### src/hw/rtl/nos_pkg.sv
package nos_pkg;

	localparam int MAX_BEAMS     = 1024;
	localparam int LINEAR_LIMIT  = 1000;
	localparam int ANGULAR_LIMIT = 1000000;

	localparam int RANGE_W = 16;
	localparam int IDX_W   = 10;
	localparam int ANGLE_W = 23;
	localparam int STEP_W  = 17;
	localparam int GAIN_W  = 16;
	localparam int CMD_W   = 32;
	localparam int CFG_IDX_W  = 3;
	localparam int CFG_DATA_W = 23;

	localparam int CNT_LIMIT = (MAX_BEAMS - 1 > 1023) ? 1023 : MAX_BEAMS - 1;

	// beam index times angle step, then bearing with sign and offset
	localparam int APROD_W   = IDX_W + STEP_W;
	localparam int BEARING_W = APROD_W + 2;
	localparam int LPROD_W   = GAIN_W + RANGE_W;
	localparam int GPROD_W   = GAIN_W + 1 + BEARING_W;
	localparam int GSHIFT_W  = GPROD_W - 8;

	typedef enum logic [CFG_IDX_W-1:0] {
		REG_ENABLE        = 3'd0,
		REG_RANGE_FLOOR   = 3'd1,
		REG_RANGE_CEILING = 3'd2,
		REG_START_ANGLE   = 3'd3,
		REG_ANGLE_STEP    = 3'd4,
		REG_GAIN_LINEAR   = 3'd5,
		REG_GAIN_ANGULAR  = 3'd6
	} reg_idx_t;

	typedef struct packed {
		logic                      enable;
		logic [RANGE_W-1:0]        range_floor;
		logic [RANGE_W-1:0]        range_ceiling;
		logic signed [ANGLE_W-1:0] start_angle;
		logic [STEP_W-1:0]         angle_step;
		logic [GAIN_W-1:0]         gain_linear;
		logic [GAIN_W-1:0]         gain_angular;
	} cfg_t;

	typedef struct packed {
		logic accept;
		logic mul_idx;
		logic bearing;
		logic scale;
		logic load_out;
	} cmd_t;

	typedef struct packed {
		logic out_free;
	} status_t;

endpackage

### src/hw/rtl/nearest_obstacle_steering.sv
// Steers towards the nearest obstacle of a laser scan: beams stream in one per cycle with a
// final-beam mark, the block tracks the smallest range and its first beam index, and at the end
// of each scan (while enable is set) it issues a linear speed from the clamped distance and a
// turn rate from the negated beam bearing, both scaled by Q8.8 gains and clamped. Ordinary beams
// are taken at one per cycle; a final beam with enable set holds off further beams while the
// multiplier steps run (index times step, bearing, gain scaling, clamp into the output register),
// and longer only while the previous result still waits to be transferred. Configuration writes
// are always ready and take effect at once, except that a new range ceiling applies from the next
// scan.
module nearest_obstacle_steering (
	input  logic                              clk,
	input  logic                              arst_n,
	input  logic                              cfg_valid,
	output logic                              cfg_ready,
	input  logic [nos_pkg::CFG_IDX_W-1:0]     cfg_index,
	input  logic [nos_pkg::CFG_DATA_W-1:0]    cfg_data,
	input  logic                              beam_valid,
	output logic                              beam_stall,
	input  logic [nos_pkg::RANGE_W-1:0]       range_sample,
	input  logic                              last_beam,
	output logic                              result_valid,
	input  logic                              result_stall,
	output logic [nos_pkg::RANGE_W-1:0]       linear_cmd,
	output logic signed [nos_pkg::CMD_W-1:0]  angular_cmd,
	output logic [nos_pkg::RANGE_W-1:0]       nearest_range,
	output logic [nos_pkg::IDX_W-1:0]         nearest_beam
);
	import nos_pkg::*;

	cfg_t    cfg;
	cmd_t    cmd;
	status_t status;

	nos_cfg u_cfg (
		.clk       (clk),
		.arst_n    (arst_n),
		.cfg_valid (cfg_valid),
		.cfg_ready (cfg_ready),
		.cfg_index (cfg_index),
		.cfg_data  (cfg_data),
		.cfg       (cfg)
	);

	nos_ctrl u_ctrl (
		.clk        (clk),
		.arst_n     (arst_n),
		.beam_valid (beam_valid),
		.last_beam  (last_beam),
		.enable     (cfg.enable),
		.status     (status),
		.cmd        (cmd),
		.busy       (beam_stall)
	);

	nos_dp u_dp (
		.clk           (clk),
		.arst_n        (arst_n),
		.cfg           (cfg),
		.cmd           (cmd),
		.status        (status),
		.range_sample  (range_sample),
		.last_beam     (last_beam),
		.result_valid  (result_valid),
		.result_stall  (result_stall),
		.linear_cmd    (linear_cmd),
		.angular_cmd   (angular_cmd),
		.nearest_range (nearest_range),
		.nearest_beam  (nearest_beam)
	);

endmodule

### src/hw/rtl/nos_cfg.sv
module nos_cfg (
	input  logic                          clk,
	input  logic                          arst_n,
	input  logic                          cfg_valid,
	output logic                          cfg_ready,
	input  logic [nos_pkg::CFG_IDX_W-1:0]  cfg_index,
	input  logic [nos_pkg::CFG_DATA_W-1:0] cfg_data,
	output nos_pkg::cfg_t                 cfg
);
	import nos_pkg::*;

	cfg_t cfg_q;

	assign cfg_ready = 1'b1;
	assign cfg      = cfg_q;

	always_ff @(posedge clk or negedge arst_n) begin
		if (!arst_n) begin
			cfg_q.enable        <= 1'b0;
			cfg_q.range_floor   <= '0;
			cfg_q.range_ceiling <= '1;
			cfg_q.start_angle   <= '0;
			cfg_q.angle_step    <= '0;
			cfg_q.gain_linear   <= '0;
			cfg_q.gain_angular  <= '0;
		end else if (cfg_valid) begin
			unique case (reg_idx_t'(cfg_index))
				REG_ENABLE:        cfg_q.enable        <= cfg_data[0];
				REG_RANGE_FLOOR:   cfg_q.range_floor   <= cfg_data[RANGE_W-1:0];
				REG_RANGE_CEILING: cfg_q.range_ceiling <= cfg_data[RANGE_W-1:0];
				REG_START_ANGLE:   cfg_q.start_angle   <= $signed(cfg_data[ANGLE_W-1:0]);
				REG_ANGLE_STEP:    cfg_q.angle_step    <= cfg_data[STEP_W-1:0];
				REG_GAIN_LINEAR:   cfg_q.gain_linear   <= cfg_data[GAIN_W-1:0];
				REG_GAIN_ANGULAR:  cfg_q.gain_angular  <= cfg_data[GAIN_W-1:0];
				default: ;
			endcase
		end
	end

endmodule

### src/hw/rtl/nos_ctrl.sv
module nos_ctrl (
	input  logic             clk,
	input  logic             arst_n,
	input  logic             beam_valid,
	input  logic             last_beam,
	input  logic             enable,
	input  nos_pkg::status_t status,
	output nos_pkg::cmd_t    cmd,
	output logic             busy
);
	import nos_pkg::*;

	typedef enum logic [2:0] {
		ST_IDLE,
		ST_MUL_IDX,
		ST_BEARING,
		ST_SCALE,
		ST_EMIT
	} state_t;

	state_t state_q;

	assign busy         = (state_q != ST_IDLE);
	assign cmd.accept   = (state_q == ST_IDLE) && beam_valid;
	assign cmd.mul_idx  = (state_q == ST_MUL_IDX);
	assign cmd.bearing  = (state_q == ST_BEARING);
	assign cmd.scale    = (state_q == ST_SCALE);
	assign cmd.load_out = (state_q == ST_EMIT) && status.out_free;

	always_ff @(posedge clk or negedge arst_n) begin
		if (!arst_n) begin
			state_q <= ST_IDLE;
		end else begin
			unique case (state_q)
				ST_IDLE: begin
					// a final beam starts the command calculation only while running
					if (beam_valid && last_beam && enable)
						state_q <= ST_MUL_IDX;
				end
				ST_MUL_IDX: state_q <= ST_BEARING;
				ST_BEARING: state_q <= ST_SCALE;
				ST_SCALE:   state_q <= ST_EMIT;
				ST_EMIT: begin
					if (status.out_free)
						state_q <= ST_IDLE;
				end
				default: state_q <= ST_IDLE;
			endcase
		end
	end

endmodule

### src/hw/rtl/nos_dp.sv
module nos_dp (
	input  logic                             clk,
	input  logic                             arst_n,
	input  nos_pkg::cfg_t                    cfg,
	input  nos_pkg::cmd_t                    cmd,
	output nos_pkg::status_t                 status,
	input  logic [nos_pkg::RANGE_W-1:0]      range_sample,
	input  logic                             last_beam,
	output logic                             result_valid,
	input  logic                             result_stall,
	output logic [nos_pkg::RANGE_W-1:0]      linear_cmd,
	output logic signed [nos_pkg::CMD_W-1:0] angular_cmd,
	output logic [nos_pkg::RANGE_W-1:0]      nearest_range,
	output logic [nos_pkg::IDX_W-1:0]        nearest_beam
);
	import nos_pkg::*;

	localparam logic signed [GSHIFT_W-1:0] ANG_HI = GSHIFT_W'(ANGULAR_LIMIT);
	localparam logic signed [GSHIFT_W-1:0] ANG_LO = -(GSHIFT_W'(64'sd1 <<< 31));
	localparam logic [LPROD_W-9:0]         LIN_HI = (LPROD_W-8)'(LINEAR_LIMIT);

	logic [RANGE_W-1:0]          running_min_q;
	logic [IDX_W-1:0]            min_index_q;
	logic [IDX_W-1:0]            beam_cnt_q;
	logic [RANGE_W-1:0]          dist_q;
	logic [IDX_W-1:0]            idx_q;
	logic [APROD_W-1:0]          angle_prod_q;
	logic signed [BEARING_W-1:0] bearing_q;
	logic [LPROD_W-1:0]          lin_prod_q;
	logic signed [GPROD_W-1:0]   ang_prod_q;
	logic                        out_valid_q;
	logic [RANGE_W-1:0]          linear_q;
	logic signed [CMD_W-1:0]     angular_q;
	logic [RANGE_W-1:0]          nearest_range_q;
	logic [IDX_W-1:0]            nearest_beam_q;

	logic [RANGE_W-1:0]          cur_min;
	logic [IDX_W-1:0]            cur_idx;
	logic [RANGE_W-1:0]          new_min;
	logic [IDX_W-1:0]            new_idx;
	logic signed [BEARING_W-1:0] bearing_sum;
	logic signed [GSHIFT_W-1:0]  ang_floor;
	logic [LPROD_W-9:0]          lin_floor;
	logic [RANGE_W-1:0]          lin_clamped;
	logic signed [CMD_W-1:0]     ang_clamped;

	// the first beam of a scan compares against the ceiling
	always_comb begin
		cur_min = (beam_cnt_q == '0) ? cfg.range_ceiling : running_min_q;
		cur_idx = (beam_cnt_q == '0) ? '0 : min_index_q;
		if (range_sample < cur_min) begin
			new_min = range_sample;
			new_idx = beam_cnt_q;
		end else begin
			new_min = cur_min;
			new_idx = cur_idx;
		end
	end

	assign bearing_sum = $signed({2'b00, angle_prod_q})
		+ BEARING_W'(cfg.start_angle);

	// arithmetic shift gives the floor division by 256
	assign ang_floor = GSHIFT_W'(ang_prod_q >>> 8);
	assign lin_floor = lin_prod_q[LPROD_W-1:8];

	always_comb begin
		if (lin_floor > LIN_HI)
			lin_clamped = RANGE_W'(LINEAR_LIMIT);
		else
			lin_clamped = lin_floor[RANGE_W-1:0];
		priority if (ang_floor > ANG_HI)
			ang_clamped = CMD_W'(ANGULAR_LIMIT);
		else if (ang_floor < ANG_LO)
			ang_clamped = ANG_LO[CMD_W-1:0];
		else
			ang_clamped = ang_floor[CMD_W-1:0];
	end

	always_ff @(posedge clk or negedge arst_n) begin
		if (!arst_n) begin
			running_min_q <= '1;
			min_index_q   <= '0;
			beam_cnt_q    <= '0;
			out_valid_q   <= 1'b0;
		end else begin
			if (cmd.accept) begin
				running_min_q <= new_min;
				min_index_q   <= new_idx;
				if (last_beam)
					beam_cnt_q <= '0;
				else if (beam_cnt_q < IDX_W'(CNT_LIMIT))
					beam_cnt_q <= beam_cnt_q + IDX_W'(1);
			end
			if (cmd.load_out)
				out_valid_q <= 1'b1;
			else if (!result_stall)
				out_valid_q <= 1'b0;
		end
	end

	always_ff @(posedge clk) begin
		if (cmd.accept && last_beam) begin
			dist_q <= (new_min < cfg.range_floor) ? cfg.range_floor : new_min;
			idx_q  <= new_idx;
		end
		if (cmd.mul_idx)
			angle_prod_q <= APROD_W'(idx_q) * APROD_W'(cfg.angle_step);
		if (cmd.bearing)
			bearing_q <= -bearing_sum;
		if (cmd.scale) begin
			lin_prod_q <= LPROD_W'(cfg.gain_linear) * LPROD_W'(dist_q);
			ang_prod_q <= GPROD_W'($signed({1'b0, cfg.gain_angular})) * GPROD_W'(bearing_q);
		end
		if (cmd.load_out) begin
			linear_q        <= lin_clamped;
			angular_q       <= ang_clamped;
			nearest_range_q <= dist_q;
			nearest_beam_q  <= idx_q;
		end
	end

	assign status.out_free = !out_valid_q || !result_stall;
	assign result_valid    = out_valid_q;
	assign linear_cmd      = linear_q;
	assign angular_cmd     = angular_q;
	assign nearest_range   = nearest_range_q;
	assign nearest_beam    = nearest_beam_q;

endmodule

### config.mk
export PLATFORM = sky130hd
export DESIGN_NAME = nearest_obstacle_steering
export DESIGN_NICKNAME = d
export VERILOG_FILES = /design/src/hw/rtl/nos_pkg.sv /design/src/hw/rtl/nearest_obstacle_steering.sv /design/src/hw/rtl/nos_cfg.sv /design/src/hw/rtl/nos_ctrl.sv /design/src/hw/rtl/nos_dp.sv
export SDC_FILE = /design/constraint.sdc
export NUM_CORES = 2
export LEC_CHECK = 0
export ABC_AREA = 1
export BUFFER_PORTS_ARGS = -buffer_cell sky130_fd_sc_hd__buf_4
export CAP_MARGIN = 5
export CORE_ASPECT_RATIO = 1.25
export CORE_MARGIN = 4
export CORE_UTILIZATION = 50
export DETAILED_ROUTE_END_ITERATION = 6
export HOLD_SLACK_MARGIN = 0.02
export PLACE_DENSITY = 0.64
export SLEW_MARGIN = 20
export SYNTH_ARGS = -nofsm -noshare
export SYNTH_HDL_FRONTEND = slang
export SYNTH_SLANG_ARGS = --single-unit
export TNS_END_PERCENT = 30
### constraint.sdc
create_clock -name clk -period 7 [get_ports clk]
set_input_delay 1.4 -clock clk [delete_from_list [all_inputs] [get_ports clk]]
set_output_delay 1.4 -clock clk [all_outputs]
set_load 0.03 [all_outputs]
==> metrics <==
status complete, no violations; vias in the first global route 35600; Min Clock Period, post-route 6620 ps; Worst R2R Setup Slack around 380 ps; crit share post-route 0.946; Hold Crit Start u_dp.running_min_q[0]; max cap viols 0; hold path depth 2; Synth top area share 0.328; r2r startpoint u_cfg.cfg[6]; most frequent cells after synthesis inv_1 (1459), nand2_1 (1316), fa_1 (757), ha_1 (358), clkbuf_1 (234); Iteration-0 DRC Markers 2096; Num CTS Buffers 43; Post-DP Area 0.0483 mm^2; R2R Path End u_dp.ang_prod_q[45]; worst setup path start u_cfg.cfg[6]; worst-path fanout max 17; Yosys warning count 0; sequential element share of the synthesized area 0.221; Worst setup EP type flop; Ports 125; root buffer cell clkbuf_16; standard-cell rows 124; Critical Path Max Stage Delay 750 ps; first-pass GRT wire length 182000 um; number of synthesized register bits 363; WP data required 7350 ps; layout cells sized above 1 0.0610; final core occ 0.543; H-tree Lvls 2; Slew headroom 0.295; Post-Synthesis Cells 5381; slowest CP cell dfrtp_1; DIE AREA 0.0974 mm^2; top cells by area, synth fa_1 (33%), edfxtp_1 (14%), inv_1 (12%); Vias 33700; antenna viol nets, final 0; final setup vio count 0; area leader, netlist fa_1; final hold vios 0; Multi-input gate area approximately 0.030 mm^2; Reg area 0.0102 mm^2; met3 WL post-DR 6710 um; Post-synth ARST share 0.399; Chip Height about 350 um; DR WL met2 54800 um; worst hold path type reg -> reg; most frequent cell after synthesis inv_1; drt first pass iters 6; maximum clock frequency 151 MHz; EDFF count, synth 218; post-layout instance area about 0.050 mm^2; Critical Path AT approximately 7000 ps; synthesized cell area 0.0462 mm^2; Layout Skew 31.4 ps; metal1 wirelength 46500 um; Netlist cell types between 50 and 60; maximum buffer depth of the clock tree 3; worst slew pin tran 1060 ps; Setup TNS 0 ps; worst hold endpoint u_dp.running_min_q[0]; initial antenna violation count 2; DRC viols 0; Die X 280 um; Port-buffer cells 123; largest net degree at the start of global routing between 80 and 90; ordered cell list for the critical path buf_4 -> nand2_1 -> inv_1 -> fa_1 -> inv_1 -> fa_1 -> fa_1 -> inv_1 -> fa_1 -> fa_1 -> inv_1 -> fa_1 -> inv_1 -> ha_1 -> a21oi_1 -> o21ai_0 -> a211oi_1 -> o21ai_0 -> a21oi_1 -> nor3_1 -> o21ai_0 -> o2111ai_1 -> xor2_1; post-DP HPWL just under 90000 um; synthesis-to-finish area growth 7.50%; Primary FF master, synth edfxtp_1; fill count 8477; Top cell by count, worst path fa_1; Vias/cell 5.09; CORE AREA between 0.09 and 0.1 mm^2; Avg Cell Area, Syn 8.59 um^2; nets 6542; RSZ-0062 raised after global routing false; startpoint types flop; worst r2r path cells 23; Slew Limit Fails 0; Post-Route WL 112000 um; Starting Density 0.505; GRT Resource Usage Total 0.234; gpl congestion 0.902; CTS clock-pin slew for the worst setup and hold paths about 60 ps; TritonCTS clock tree yes; highest routed layer met4; GRT overflow 0; WS Path Type reg -> reg; CTS Sinks 363; Worst-Skew Late Latency a little over 600 ps; wire per inst 16.9 um
-- final cells by class --
class / instances / area share
well taps: 1197 / 0.0301
inverters: 1461 / 0.110
repair buffers: 191 / 0.0292
multi-input cells: 3319 / 0.597
clock buffers: 56 / 0.0235
flip-flops and latches: 363 / 0.206
diodes: 3 / 0.000151
clock inverters: 24 / 0.00453
-- flip-flops by register name (all words and copies together) (netlist names), 10 cells and up --
register and flops:
u_dp.angular_cmd 32, u_cfg.cfg 105, u_dp.linear_cmd 16, u_dp.nearest_range 16
u_dp.angle_prod_q 27, u_dp.idx_q 10, u_dp.running_min_q 16, u_dp.beam_cnt_q 10
u_dp.lin_prod_q 24, u_dp.nearest_beam 10, u_dp.dist_q 16, u_dp.min_index_q 10
u_dp.ang_prod_q 38, u_dp.bearing_q 29
-- worst max-delay path, delay by kind of cell, from the launching register on --
family | cells | cell delay, ps
XOR/XNOR | 1 | 160
buffers and inverters | 6 | 660
AO/OA/AOI/OAI | 7 | 1390
AND/OR/NAND/NOR | 2 | 200
flip-flops | 1 | 750
adder cells (fa/ha/maj) | 7 | 3190
-- how the worst max path moves through the flow --
stage,endpoint,slack [ps],cells after the start
floorplan,u_dp.ang_prod_q[44],990,25
global placement,u_dp.ang_prod_q[44],510,25
detailed placement,u_dp.ang_prod_q[45],390,21
CTS,u_dp.ang_prod_q[45],410,21
global route,u_dp.ang_prod_q[43],0.6,23
finish,u_dp.ang_prod_q[45],380,23
-- layout by cell type (no fill, tap or decap), drive strengths merged, types with 10 or more instances in the layout --
master,synthesis,routed
a31oi,14,14
nor2,153,153
nand2,1321,1321
buf,9,191
nor4,20,20
clkinv,0,12
clkbuf,234,56
nand3,71,71
a21oi,186,186
dfstp,32,32
nor3,19,19
dfrtp,113,113
fa,757,757
edfxtp,218,218
inv,1461,1469
xnor2,49,49
nand4,15,15
ha,358,358
o21ai,205,205
a21o,10,10
xor2,73,73
-- per-layer routing --
metal	up-vias	GRT usage
met3	224	0.0334
met1	16600	0.301
met2	1051	0.413
met4	0	0.0705
li1	15800	-
met5	-	0
-- cells by family after synthesis --
family,share of synthesized area
mux,0.000216
other cells,0.000162
compound gates,0.0562
fa+ha+maj,0.425
flops,0.221
xor+xnor,0.0231
buf+inv,0.139
simple gates,0.136
-- metrics by stage --
step | hold slack [ps] | worst slack (ps) | instances
6_report | 471 | 376 | 6614
5_1_grt | 495 | 0.618 | 6612
4_1_cts | 474 | 405 | 6607
3_5_place_dp | 465 | 389 | 6527
3_3_place_gp | 454 | 511 | 6527
2_1_floorplan | 424 | 992 | 5386
-- what timing repair did --
| action | in CTS | in global routing |
|---|---|---|
| endpoints found under the setup margin | 0 | 3 |
| setup buffers | 0 | 4 |
| hold buffers | 0 | 0 |
| resized for setup | 0 | 3 |
Power is not shown: default switching activity piles up to over one toggle a cycle in this logic, so the estimate is an artifact.
